==> config.mk <==
export PLATFORM = sky130hd
export DESIGN_NAME = plane_side_and_ray_intersect
export DESIGN_NICKNAME = d
export VERILOG_FILES = /design/src/sv/plsr_pkg.sv /design/src/sv/plane_side_and_ray_intersect.sv
export SDC_FILE = /design/constraint.sdc
export NUM_CORES = 2
export LEC_CHECK = 0
export BUFFER_PORTS_ARGS = -buffer_cell sky130_fd_sc_hd__buf_2
export CAP_MARGIN = 0
export CORE_MARGIN = 10
export CORE_UTILIZATION = 40
export CTS_CLUSTER_SIZE = 40
export DETAILED_ROUTE_END_ITERATION = 7
export GPL_TIMING_DRIVEN = 1
export PLACE_DENSITY = 0.61
export SLEW_MARGIN = 20
export SYNTH_ARGS = -nofsm -noshare
export SYNTH_HDL_FRONTEND = slang
export SYNTH_SLANG_ARGS = --single-unit
==> constraint.sdc <==
create_clock -name aclk -period 16.65 [get_ports aclk]
set_clock_uncertainty 0.05 [all_clocks]
set_input_delay 0.8325 -clock aclk [delete_from_list [all_inputs] [get_ports aclk]]
set_output_delay 0.8325 -clock aclk [all_outputs]
set_load 0.005 [all_outputs]
==> src/sv/plsr_pkg.sv <==
// Shared constants, codes and state types of the plane side and ray intersect unit.
package plsr_pkg;

    // Fixed-point format of all words
    localparam int WORD_BITS = 32;
    localparam int FRAC_BITS = 16;

    // Digit-serial multiplier: multiplier operand enters one digit per cycle
    localparam int DIGIT_BITS = 4;
    localparam int NUM_DIGITS = WORD_BITS / DIGIT_BITS;

    // Exact widths of products, dot sums and the divider dividend
    localparam int PROD_W    = 2 * WORD_BITS;
    localparam int DOT_W     = 2 * WORD_BITS + 2;
    localparam int NUM_W     = DOT_W + FRAC_BITS;
    localparam int DIV_STEPS = NUM_W;
    localparam int CNT_W     = $clog2(DIV_STEPS + 1);
    localparam int HSUM_W    = PROD_W - FRAC_BITS + 1;
    localparam int SDIST_W   = DOT_W - FRAC_BITS;

    // Packed stream widths
    localparam int IN_FIELDS_W  = 6 * WORD_BITS + (WORD_BITS - 1) + 2;
    localparam int S_TDATA_W    = ((IN_FIELDS_W + 7) / 8) * 8;
    localparam int OUT_FIELDS_W = 3 + 5 * WORD_BITS;
    localparam int M_TDATA_W    = ((OUT_FIELDS_W + 7) / 8) * 8;

    // Configuration register indexes
    localparam logic [2:0] REG_NORMAL_X = 3'd0;
    localparam logic [2:0] REG_NORMAL_Y = 3'd1;
    localparam logic [2:0] REG_NORMAL_Z = 3'd2;
    localparam logic [2:0] REG_OFFSET   = 3'd3;
    localparam logic [2:0] REG_EPSILON  = 3'd4;

    // Reset values of the plane registers
    localparam logic [WORD_BITS-1:0] NORMAL_Z_RESET = WORD_BITS'(1) << FRAC_BITS;
    localparam logic [WORD_BITS-2:0] EPSILON_RESET  = (WORD_BITS-1)'(66);

    // Opcodes
    localparam logic [2:0] OP_POINT_EPS = 3'd0;
    localparam logic [2:0] OP_POINT_THR = 3'd1;
    localparam logic [2:0] OP_SPHERE    = 3'd2;
    localparam logic [2:0] OP_SET       = 3'd3;
    localparam logic [2:0] OP_ISECT     = 3'd4;

    // Side classes
    localparam logic [1:0] SIDE_FRONT    = 2'd0;
    localparam logic [1:0] SIDE_BACK     = 2'd1;
    localparam logic [1:0] SIDE_COPLANAR = 2'd2;
    localparam logic [1:0] SIDE_STRADDLE = 2'd3;

    typedef enum logic [3:0] {
        S_IDLE,
        S_LOAD,
        S_MUL,
        S_ACC,
        S_CLASS,
        S_DECIDE,
        S_DIV,
        S_TSAT,
        S_DONE
    } state_t;

    typedef enum logic [1:0] {
        PH_DIST,
        PH_DEN,
        PH_HIT
    } phase_t;

endpackage

==> src/sv/plane_side_and_ray_intersect.sv <==
// Plane query unit: point, sphere and point-set classification and line/ray crossing.
//
// Usage: the user must write the plane (normal, offset, epsilon) via cfg_ only while
// the unit is idle (not enforced). Each write is a cfg_valid/cfg_ready transfer.
// Queries arrive on the s_ stream: opcode in s_tuser, last point of a set on s_tlast,
// everything else in s_tdata. One query is worked on at a time.
// Each query produces at most one result on the m_ stream. Opcodes above four and
// point-set members without tlast produce nothing.
// Work per query: the signed distance takes three products through a radix-16
// serial multiplier, each product a load, the digit steps and an accumulate step;
// classification follows. Intersection then forms n.dir the same way, takes a
// decision step, runs a restoring divider (one quotient bit per cycle), saturates t
// and forms the hit point with three more products. A parallel or rejected query
// skips the divider and the hit point.
// The result waits in an output register. A new query is taken as soon as the
// unit is idle, even while that result is still waiting. A stalled receiver holds
// back only the next result.
// Reset (aresetn low, synchronous) restores the default plane (normal +z, offset 0,
// epsilon 66), clears the point-set flags and drops any pending result.
module plane_side_and_ray_intersect
    import plsr_pkg::*;
(
    input  logic                   aclk,
    input  logic                   aresetn,
    // configuration write channel
    input  logic                   cfg_valid,
    output logic                   cfg_ready,
    input  logic [2:0]             cfg_index,
    input  logic [WORD_BITS-1:0]   cfg_data,
    // query stream
    input  logic                   s_tvalid,
    output logic                   s_tready,
    // pos_x, pos_y, pos_z, dir_x, dir_y, dir_z, radius_or_limit, two_sided, ray_mode
    input  logic [S_TDATA_W-1:0]   s_tdata,
    // opcode
    input  logic [2:0]             s_tuser,
    input  logic                   s_tlast,
    // result stream
    output logic                   m_tvalid,
    input  logic                   m_tready,
    // side_class, hit, t_param, hit_x, hit_y, hit_z, signed_distance
    output logic [M_TDATA_W-1:0]   m_tdata
);

    localparam int W = WORD_BITS;

    // Plane registers
    logic signed [W-1:0] normal_reg [3];
    logic signed [W-1:0] offset_reg;
    logic [W-2:0]        epsilon_reg;

    // Query registers
    logic [2:0]          opcode_reg;
    logic signed [W-1:0] pos_reg [3];
    logic signed [W-1:0] dir_reg [3];
    logic [W-2:0]        limit_reg;
    logic                two_sided_reg, ray_mode_reg, last_reg;

    // Control
    state_t state_reg, state_next;
    phase_t phase_reg;
    logic [1:0]       idx_reg;
    logic [CNT_W-1:0] cnt_reg;

    // Serial multiplier
    logic signed [W-1:0]      mul_a_reg;
    logic [W-1:0]             mul_b_reg;
    logic signed [PROD_W-1:0] acc_reg;

    // Dot sums
    logic signed [DOT_W-1:0] dot_reg, dist_reg, den_reg;

    // Divider
    logic [DOT_W-1:0] rem_reg, divisor_reg;
    logic [NUM_W-1:0] quo_reg;
    logic             qneg_reg;

    // Result fields
    logic [1:0]          side_reg;
    logic                hit_reg;
    logic signed [W-1:0] t_reg;
    logic signed [W-1:0] hpt_reg [3];
    logic                front_reg, back_reg;

    // Output register
    logic                 m_valid_reg;
    logic [M_TDATA_W-1:0] m_data_reg;

    logic s_accept, m_accept, load_out, last_idx;

    assign cfg_ready = 1'b1;
    assign s_accept  = s_tvalid && s_tready;
    assign m_accept  = m_valid_reg && m_tready;
    assign m_tvalid  = m_valid_reg;
    assign m_tdata   = m_data_reg;
    assign last_idx  = (idx_reg == 2'd2);

    // Multiplier step: top digit of the shifting operand, signed on the first digit
    logic [DIGIT_BITS-1:0]           digit;
    logic signed [DIGIT_BITS:0]      digit_s;
    logic signed [W+DIGIT_BITS:0]    part;
    logic signed [PROD_W-1:0]        acc_step;
    assign digit    = mul_b_reg[W-1 -: DIGIT_BITS];
    assign digit_s  = $signed({(cnt_reg == '0) ? digit[DIGIT_BITS-1] : 1'b0, digit});
    assign part     = mul_a_reg * digit_s;
    assign acc_step = (acc_reg <<< DIGIT_BITS) + PROD_W'(part);

    // Dot accumulation and hit coordinate
    logic signed [DOT_W-1:0]  dot_sum;
    logic signed [HSUM_W-1:0] hsum;
    logic signed [W-1:0]      hsat;
    assign dot_sum = dot_reg + DOT_W'(acc_reg);
    assign hsum    = HSUM_W'(pos_reg[idx_reg]) + HSUM_W'(acc_reg >>> FRAC_BITS);
    always_comb begin
        if (hsum[HSUM_W-1:W-1] == '0 || hsum[HSUM_W-1:W-1] == '1) begin
            hsat = hsum[W-1:0];
        end else if (hsum[HSUM_W-1]) begin
            hsat = {1'b1, {(W-1){1'b0}}};
        end else begin
            hsat = {1'b0, {(W-1){1'b1}}};
        end
    end

    // Thresholds scaled to the product format
    logic signed [DOT_W-1:0] eps2, lim2, thr2, neg_dist;
    assign eps2     = DOT_W'({epsilon_reg, {FRAC_BITS{1'b0}}});
    assign lim2     = DOT_W'({limit_reg, {FRAC_BITS{1'b0}}});
    assign thr2     = (opcode_reg == OP_POINT_THR) ? lim2 : eps2;
    assign neg_dist = -dist_reg;

    // Classification of the finished distance
    logic [1:0] cls, side_c;
    logic       front_c, back_c;
    always_comb begin
        if (dist_reg > thr2) begin
            cls = SIDE_FRONT;
        end else if (dist_reg < -thr2) begin
            cls = SIDE_BACK;
        end else begin
            cls = SIDE_COPLANAR;
        end
        front_c = front_reg || (cls == SIDE_FRONT);
        back_c  = back_reg || (cls == SIDE_BACK);
        case (opcode_reg)
            OP_SPHERE: begin
                if (!dist_reg[DOT_W-1]) begin
                    side_c = (dist_reg > lim2) ? SIDE_FRONT : SIDE_STRADDLE;
                end else begin
                    side_c = (neg_dist > lim2) ? SIDE_BACK : SIDE_STRADDLE;
                end
            end
            OP_SET: begin
                if (front_c && back_c) begin
                    side_c = SIDE_STRADDLE;
                end else if (front_c) begin
                    side_c = SIDE_FRONT;
                end else if (back_c) begin
                    side_c = SIDE_BACK;
                end else begin
                    side_c = SIDE_COPLANAR;
                end
            end
            default: side_c = cls;
        endcase
    end

    // Crossing decision
    logic isect_ok;
    logic [DOT_W-1:0] num_mag, den_mag;
    always_comb begin
        isect_ok = (den_reg <= -eps2) || (two_sided_reg && den_reg >= eps2);
        if (den_reg == '0) begin
            isect_ok = 1'b0;
        end
        // ray: t negative when numerator (-dist) and den differ in sign
        if (ray_mode_reg && dist_reg != '0
            && ((dist_reg > 0) != den_reg[DOT_W-1])) begin
            isect_ok = 1'b0;
        end
        num_mag = dist_reg[DOT_W-1] ? neg_dist : dist_reg;
        den_mag = den_reg[DOT_W-1] ? -den_reg : den_reg;
    end

    // Divider step
    logic [DOT_W:0] div_r, div_d;
    logic           div_ge;
    assign div_r  = {rem_reg, quo_reg[NUM_W-1]};
    assign div_d  = div_r - {1'b0, divisor_reg};
    assign div_ge = !div_d[DOT_W];

    // Saturation of t
    logic signed [W-1:0] t_sat;
    always_comb begin
        if (qneg_reg) begin
            if (|quo_reg[NUM_W-1:W] || (quo_reg[W-1] && |quo_reg[W-2:0])) begin
                t_sat = {1'b1, {(W-1){1'b0}}};
            end else begin
                t_sat = -quo_reg[W-1:0];
            end
        end else if (|quo_reg[NUM_W-1:W-1]) begin
            t_sat = {1'b0, {(W-1){1'b1}}};
        end else begin
            t_sat = quo_reg[W-1:0];
        end
    end

    // Saturated signed distance
    logic signed [SDIST_W-1:0] sd_wide;
    logic signed [W-1:0]       sd_sat;
    assign sd_wide = SDIST_W'(dist_reg >>> FRAC_BITS);
    always_comb begin
        if (sd_wide[SDIST_W-1:W-1] == '0 || sd_wide[SDIST_W-1:W-1] == '1) begin
            sd_sat = sd_wide[W-1:0];
        end else if (sd_wide[SDIST_W-1]) begin
            sd_sat = {1'b1, {(W-1){1'b0}}};
        end else begin
            sd_sat = {1'b0, {(W-1){1'b1}}};
        end
    end

    // Next state
    always_comb begin
        state_next = state_reg;
        case (state_reg)
            S_IDLE: begin
                if (s_accept && s_tuser <= OP_ISECT) begin
                    state_next = S_LOAD;
                end
            end
            S_LOAD: state_next = S_MUL;
            S_MUL: begin
                if (cnt_reg == CNT_W'(NUM_DIGITS - 1)) begin
                    state_next = S_ACC;
                end
            end
            S_ACC: begin
                if (!last_idx) begin
                    state_next = S_LOAD;
                end else begin
                    case (phase_reg)
                        PH_DIST: state_next = (opcode_reg == OP_ISECT) ? S_LOAD : S_CLASS;
                        PH_DEN:  state_next = S_DECIDE;
                        default: state_next = S_DONE;
                    endcase
                end
            end
            S_CLASS: begin
                state_next = (opcode_reg == OP_SET && !last_reg) ? S_IDLE : S_DONE;
            end
            S_DECIDE: state_next = isect_ok ? S_DIV : S_DONE;
            S_DIV: begin
                if (cnt_reg == CNT_W'(DIV_STEPS - 1)) begin
                    state_next = S_TSAT;
                end
            end
            S_TSAT: state_next = S_LOAD;
            S_DONE: begin
                if (!m_valid_reg || m_tready) begin
                    state_next = S_IDLE;
                end
            end
            default: state_next = S_IDLE;
        endcase
    end

    // Handshake outputs
    always_comb begin
        s_tready = (state_reg == S_IDLE);
        load_out = (state_reg == S_DONE) && (!m_valid_reg || m_tready);
    end

    // Control registers
    always_ff @(posedge aclk) begin
        if (!aresetn) begin
            state_reg     <= S_IDLE;
            m_valid_reg   <= 1'b0;
            front_reg     <= 1'b0;
            back_reg      <= 1'b0;
            normal_reg[0] <= '0;
            normal_reg[1] <= '0;
            normal_reg[2] <= NORMAL_Z_RESET;
            offset_reg    <= '0;
            epsilon_reg   <= EPSILON_RESET;
        end else begin
            state_reg <= state_next;
            if (load_out) begin
                m_valid_reg <= 1'b1;
            end else if (m_accept) begin
                m_valid_reg <= 1'b0;
            end
            // point-set flags
            if (state_reg == S_CLASS && opcode_reg == OP_SET) begin
                front_reg <= last_reg ? 1'b0 : front_c;
                back_reg  <= last_reg ? 1'b0 : back_c;
            end
            // configuration transfer
            if (cfg_valid && cfg_ready) begin
                case (cfg_index)
                    REG_NORMAL_X: normal_reg[0] <= cfg_data;
                    REG_NORMAL_Y: normal_reg[1] <= cfg_data;
                    REG_NORMAL_Z: normal_reg[2] <= cfg_data;
                    REG_OFFSET:   offset_reg    <= cfg_data;
                    REG_EPSILON:  epsilon_reg   <= cfg_data[W-2:0];
                    default: ;
                endcase
            end
        end
    end

    // Datapath registers
    always_ff @(posedge aclk) begin
        case (state_reg)
            S_IDLE: begin
                if (s_accept) begin
                    opcode_reg    <= s_tuser;
                    last_reg      <= s_tlast;
                    pos_reg[0]    <= s_tdata[0*W +: W];
                    pos_reg[1]    <= s_tdata[1*W +: W];
                    pos_reg[2]    <= s_tdata[2*W +: W];
                    dir_reg[0]    <= s_tdata[3*W +: W];
                    dir_reg[1]    <= s_tdata[4*W +: W];
                    dir_reg[2]    <= s_tdata[5*W +: W];
                    limit_reg     <= s_tdata[6*W +: W-1];
                    two_sided_reg <= s_tdata[7*W-1];
                    ray_mode_reg  <= s_tdata[7*W];
                    phase_reg     <= PH_DIST;
                    idx_reg       <= '0;
                    dot_reg       <= -(DOT_W'(offset_reg) <<< FRAC_BITS);
                    side_reg      <= SIDE_FRONT;
                    hit_reg       <= 1'b0;
                    t_reg         <= '0;
                    hpt_reg[0]    <= '0;
                    hpt_reg[1]    <= '0;
                    hpt_reg[2]    <= '0;
                end
            end
            S_LOAD: begin
                mul_a_reg <= (phase_reg == PH_HIT) ? t_reg : normal_reg[idx_reg];
                mul_b_reg <= (phase_reg == PH_DIST) ? pos_reg[idx_reg] : dir_reg[idx_reg];
                acc_reg   <= '0;
                cnt_reg   <= '0;
            end
            S_MUL: begin
                acc_reg   <= acc_step;
                mul_b_reg <= mul_b_reg << DIGIT_BITS;
                cnt_reg   <= cnt_reg + 1'b1;
            end
            S_ACC: begin
                idx_reg <= last_idx ? 2'd0 : idx_reg + 1'b1;
                if (phase_reg == PH_HIT) begin
                    hpt_reg[idx_reg] <= hsat;
                end else begin
                    dot_reg <= last_idx ? '0 : dot_sum;
                end
                if (last_idx && phase_reg == PH_DIST) begin
                    dist_reg  <= dot_sum;
                    phase_reg <= PH_DEN;
                end
                if (last_idx && phase_reg == PH_DEN) begin
                    den_reg <= dot_sum;
                end
            end
            S_CLASS: begin
                side_reg <= side_c;
            end
            S_DECIDE: begin
                rem_reg     <= '0;
                divisor_reg <= den_mag;
                quo_reg     <= {num_mag, {FRAC_BITS{1'b0}}};
                qneg_reg    <= (dist_reg > 0) != den_reg[DOT_W-1];
                cnt_reg     <= '0;
            end
            S_DIV: begin
                rem_reg <= div_ge ? div_d[DOT_W-1:0] : div_r[DOT_W-1:0];
                quo_reg <= {quo_reg[NUM_W-2:0], div_ge};
                cnt_reg <= cnt_reg + 1'b1;
            end
            S_TSAT: begin
                t_reg     <= t_sat;
                hit_reg   <= 1'b1;
                phase_reg <= PH_HIT;
                idx_reg   <= '0;
            end
            default: ;
        endcase
        if (load_out) begin
            m_data_reg <= M_TDATA_W'({sd_sat, hpt_reg[2], hpt_reg[1], hpt_reg[0],
                                      t_reg, hit_reg, side_reg});
        end
    end

    // Checks
    a_drop_unknown: assert property (@(posedge aclk) disable iff (!aresetn)
        (s_accept && s_tuser > OP_ISECT) |=> state_reg == S_IDLE)
        else $error("unknown opcode started work");

    a_hit_side: assert property (@(posedge aclk) disable iff (!aresetn)
        (m_tvalid && m_tdata[2]) |-> m_tdata[1:0] == SIDE_FRONT)
        else $error("hit result with nonzero side class");

    a_div_len: assert property (@(posedge aclk) disable iff (!aresetn)
        state_reg == S_DIV |-> cnt_reg < CNT_W'(DIV_STEPS))
        else $error("divider ran past its step count");

    a_set_clear: assert property (@(posedge aclk) disable iff (!aresetn)
        (state_reg == S_CLASS && opcode_reg == OP_SET && last_reg)
        |=> (!front_reg && !back_reg))
        else $error("point-set flags not cleared after last point");

    a_mul_len: assert property (@(posedge aclk) disable iff (!aresetn)
        state_reg == S_MUL |-> cnt_reg < CNT_W'(NUM_DIGITS))
        else $error("multiplier ran past its digit count");

endmodule
==> metrics.md <==
| Metric | Value |
|---|---|
| Status | `completed` |
| Max FFs per register | `163` |
| Crit Path Max Fanout | `32` |
| Crit path from | `cnt_reg[3]$_SDFFCE_PN0P_` |
| Initial antenna violation count | `5` |
| Slew Limit Fails | `0` |
| PwrDens | `113 mW/mm²` |
| Cell taking the most area after synthesis | `edfxtp_1` |
| RSZ-0062 raised after global routing | `false` |
| GRT overflow | `0` |
| WP data arrival | `8.43 ns` |
| Share of cells above drive strength 1 | `11.2%` |
| RR Endpoint | `acc_reg[63]$_SDFFCE_PN0N_` |
| Fraction of registers with async set/reset | `0%` |
| Clock root buffer | `clkbuf_16` |
| Die X | `462 µm` |
| R2R Path Start | `cnt_reg[3]$_SDFFCE_PN0P_` |
| Setup Crit Path Kind | `reg2reg` |
| First DRT Iteration DRCs | `5,463` |
| Clock slew at reported path FFs | `0.06 ns` |
| Crit start category | `flop` |
| R2r setup slk | `8.70 ns` |
| Register bit count reported by yosys | `1,243` |
| Number of global-route vias before repair | `57,500` |
| Post-route setup slack | `8.70 ns` |
| Place WS | `8.62 ns` |
| Filler cells | `18,100` |
| Row count | `162` |
| Slew @ Worst Pin | `1.23 ns` |
| CTS tree | `done` |
| Max-cap violations | `0` |
| Setup TNS | `0 ns` |
| Setup Buffers After CTS | `0` |
| Die footprint | `0.213 mm²` |
| Mapped cell area | `0.0780 mm²` |
| Via/cell ratio | `5.59` |
| Hold crit path type | `in2reg` |
| Setup crit end kind | `flop` |
| H-tree depth | `4` |
| Core area | `0.194 mm²` |
| Minimum hold slack | `0.157 ns` |
| Period utilization | `47.8%` |
| Pre-antenna DRT Iters | `8` |
| Slew Limit Headroom | `17.0%` |
| Synth top area share | `45.1%` |
| Longest Clk Path Bufs | `3` |
| Clock sinks | `1,243` |
| Mean post-synth cell area | `10.5 µm²` |
| Post-Synthesis Cells | `7,443` |
| Nets | `8,820` |
| First-pass GRT wire length | `365,000 µm` |
| Final setup viols | `0` |
| Drt drc | `0` |
| Final wirelength | `243,000 µm` |
| Lkg Pwr | `35.5 nW` |
| Main synth FF type | `edfxtp_1` |
| Dpl hpwl | `187,000 µm` |
| Gr usage total | `22.4%` |
| CP endpoint | `acc_reg[63]$_SDFFCE_PN0N_` |
| Endpoints failing hold | `0` |
| Yosys cell types | `86` |
| Post-cts resize count | `0` |
| Final GP Congestion | `0.916` |
| # IOs | `447` |
| Top-count cell post-synth | `edfxtp_1` |
| # hold bufs at CTS | `0` |
| Yosys warns | `0` |
| Starting density of the core | `40.1%` |
| Fin crit period | `7.95 ns` |
| Max Freq | `126 MHz` |
| Die Height | `462 µm` |
| Worst r2r path cells | `22` |
| Register area share after synthesis | `46.9%` |
| Vias post-DR | `58,500` |
| Most instantiated cells after synthesis | `1,171 x edfxtp_1, 793 x nand2_1, 542 x ha_1` |
| Pin count of the biggest net entering global routing | `139` |
| Required time worst endpoint | `17.12 ns` |
| Peak supply drop | `0.000101 V` |
| Area Overhead vs Synth | `12.7%` |
| Drt wl/cell | `23.3 µm` |
| EDFF count, synth | `1,171` |
| PortBufs | `433` |
| Final ANT Viol Nets | `0` |
| Clk Latency, worst-skew pair | `0.81 ns` |
| CTS buffer count | `146` |
| Area contributors post-synth | `edfxtp_1 45%, ha_1 8.7%, fa_1 5.5%` |
==> stage by stage <==
step | utilization (%) | area [µm²] | power [mW] | instances
6_report | 45.2 | 87900 | 9.90 | 10500
5_1_grt | 45.2 | 87900 | 10.4 | 10500
4_1_cts | 45.2 | 87900 | 9.95 | 10500
3_5_place_dp | 42.7 | 83000 | 6.63 | 10200
3_3_place_gp | 42.7 | 83000 | 6.60 | 10200
2_1_floorplan | - | 78000 | 5.75 | 7447
==> how the worst min path moves through the flow <==
stage / cells past startpoint / to / start / slack (ns)
global route: 1 / limit_reg[28]$_DFFE_PP_ / s_tdata[220] / 0.11
floorplan: 0 / m_tdata[0]$_DFFE_PP_ / side_reg[0]$_SDFFCE_PN0P_ / 0.35
detailed placement: 0 / m_tdata[61]$_DFFE_PP_ / hpt_reg[0][26]$_SDFFCE_PN0P_ / 0.35
CTS: 1 / dir_reg[2][23]$_DFFE_PP_ / s_tdata[183] / 0.09
global placement: 0 / m_tdata[113]$_DFFE_PP_ / hpt_reg[2][14]$_SDFFCE_PN0P_ / 0.35
finish: 1 / pos_reg[0][18]$_DFFE_PP_ / s_tdata[18] / 0.16
==> per-layer routing <==
layer  wire [µm]  GRT usage (%)  vias to the layer above
met4        9190           7.76                        0
met3       17700           4.21                      316
li1            -              -                    27500
met1      106000           30.5                    28600
met2      110000           35.7                     2024
met5           0              0                        -
==> report_power, final <==
part | switching (mW) | total, mW | leakage (nW) | internal [mW]
Sequential | 0.118 | 3.76 | 11.8 | 3.64
Clock | 1.39 | 3.29 | 2.39 | 1.91
Combinational | 1.81 | 2.85 | 21.3 | 1.04
==> layout make-up <==
| cell class | instances | area (µm²) | share of cell area, % |
|---|---|---|---|
| Inverter | 514 | 1940 | 2.20 |
| Clock inverter | 77 | 872 | 0.992 |
| Sequential cell | 1243 | 36600 | 41.6 |
| Clock buffer | 191 | 4040 | 4.60 |
| Multi-Input combinational cell | 5373 | 38500 | 43.8 |
| Antenna cell | 4 | 10.0 | 0.0114 |
| Timing Repair Buffer | 510 | 2760 | 3.14 |
| Tap cell | 2542 | 3180 | 3.62 |
==> cell families (layout without fill, tap and decap cells) <==
group                    after synthesis  in the layout  share of synthesized area [%]
adder cells (fa/ha/maj)              756            756                           14.2
AO/OA/AOI/OAI                       1797           1797                           14.5
AND/OR/NAND/NOR                     2236           2236                           13.8
XOR/XNOR                             478            478                           5.37
other                                  2             10                        0.00963
buffers and inverters                831           1292                           4.03
flip-flops                          1243           1243                           46.9
multiplexers                         100            100                           1.28
==> critical path: stages (launching register included) <==
cell       delay, ns
edfxtp_1        0.49
nor4_1          0.35
nand4b_1        0.20
buf_4           0.29
or2_2           0.34
fa_1            0.51
fa_1            0.56
inv_1           0.07
fa_1            0.51
fa_1            0.43
ha_1            0.31
a211oi_1        0.07
nor2_1          0.18
o311ai_0        0.31
a2111oi_1       1.01
o2111ai_1       0.34
a21oi_1         0.29
nand4_1         0.21
o21a_1          0.30
o21ai_0         0.38
a311oi_1        0.21
xnor2_1         0.18
nor2_1          0.06
==> cells in the final DEF (no fill, tap or decap), types with 106 or more instances in the layout <==
cell type	n
edfxtp_1	1171
nand2_1	791
ha_1	542
a21oi_1	515
inv_1	510
nor2_1	457
o21ai_0	455
buf_2	433
a21o_1	269
xnor2_1	268
fa_1	214
xor2_1	208
and2_1	192
clkbuf_16	152
nor3_1	130
nand3_1	111
nand4_1	106
Power figures use the tool's default switching activity.
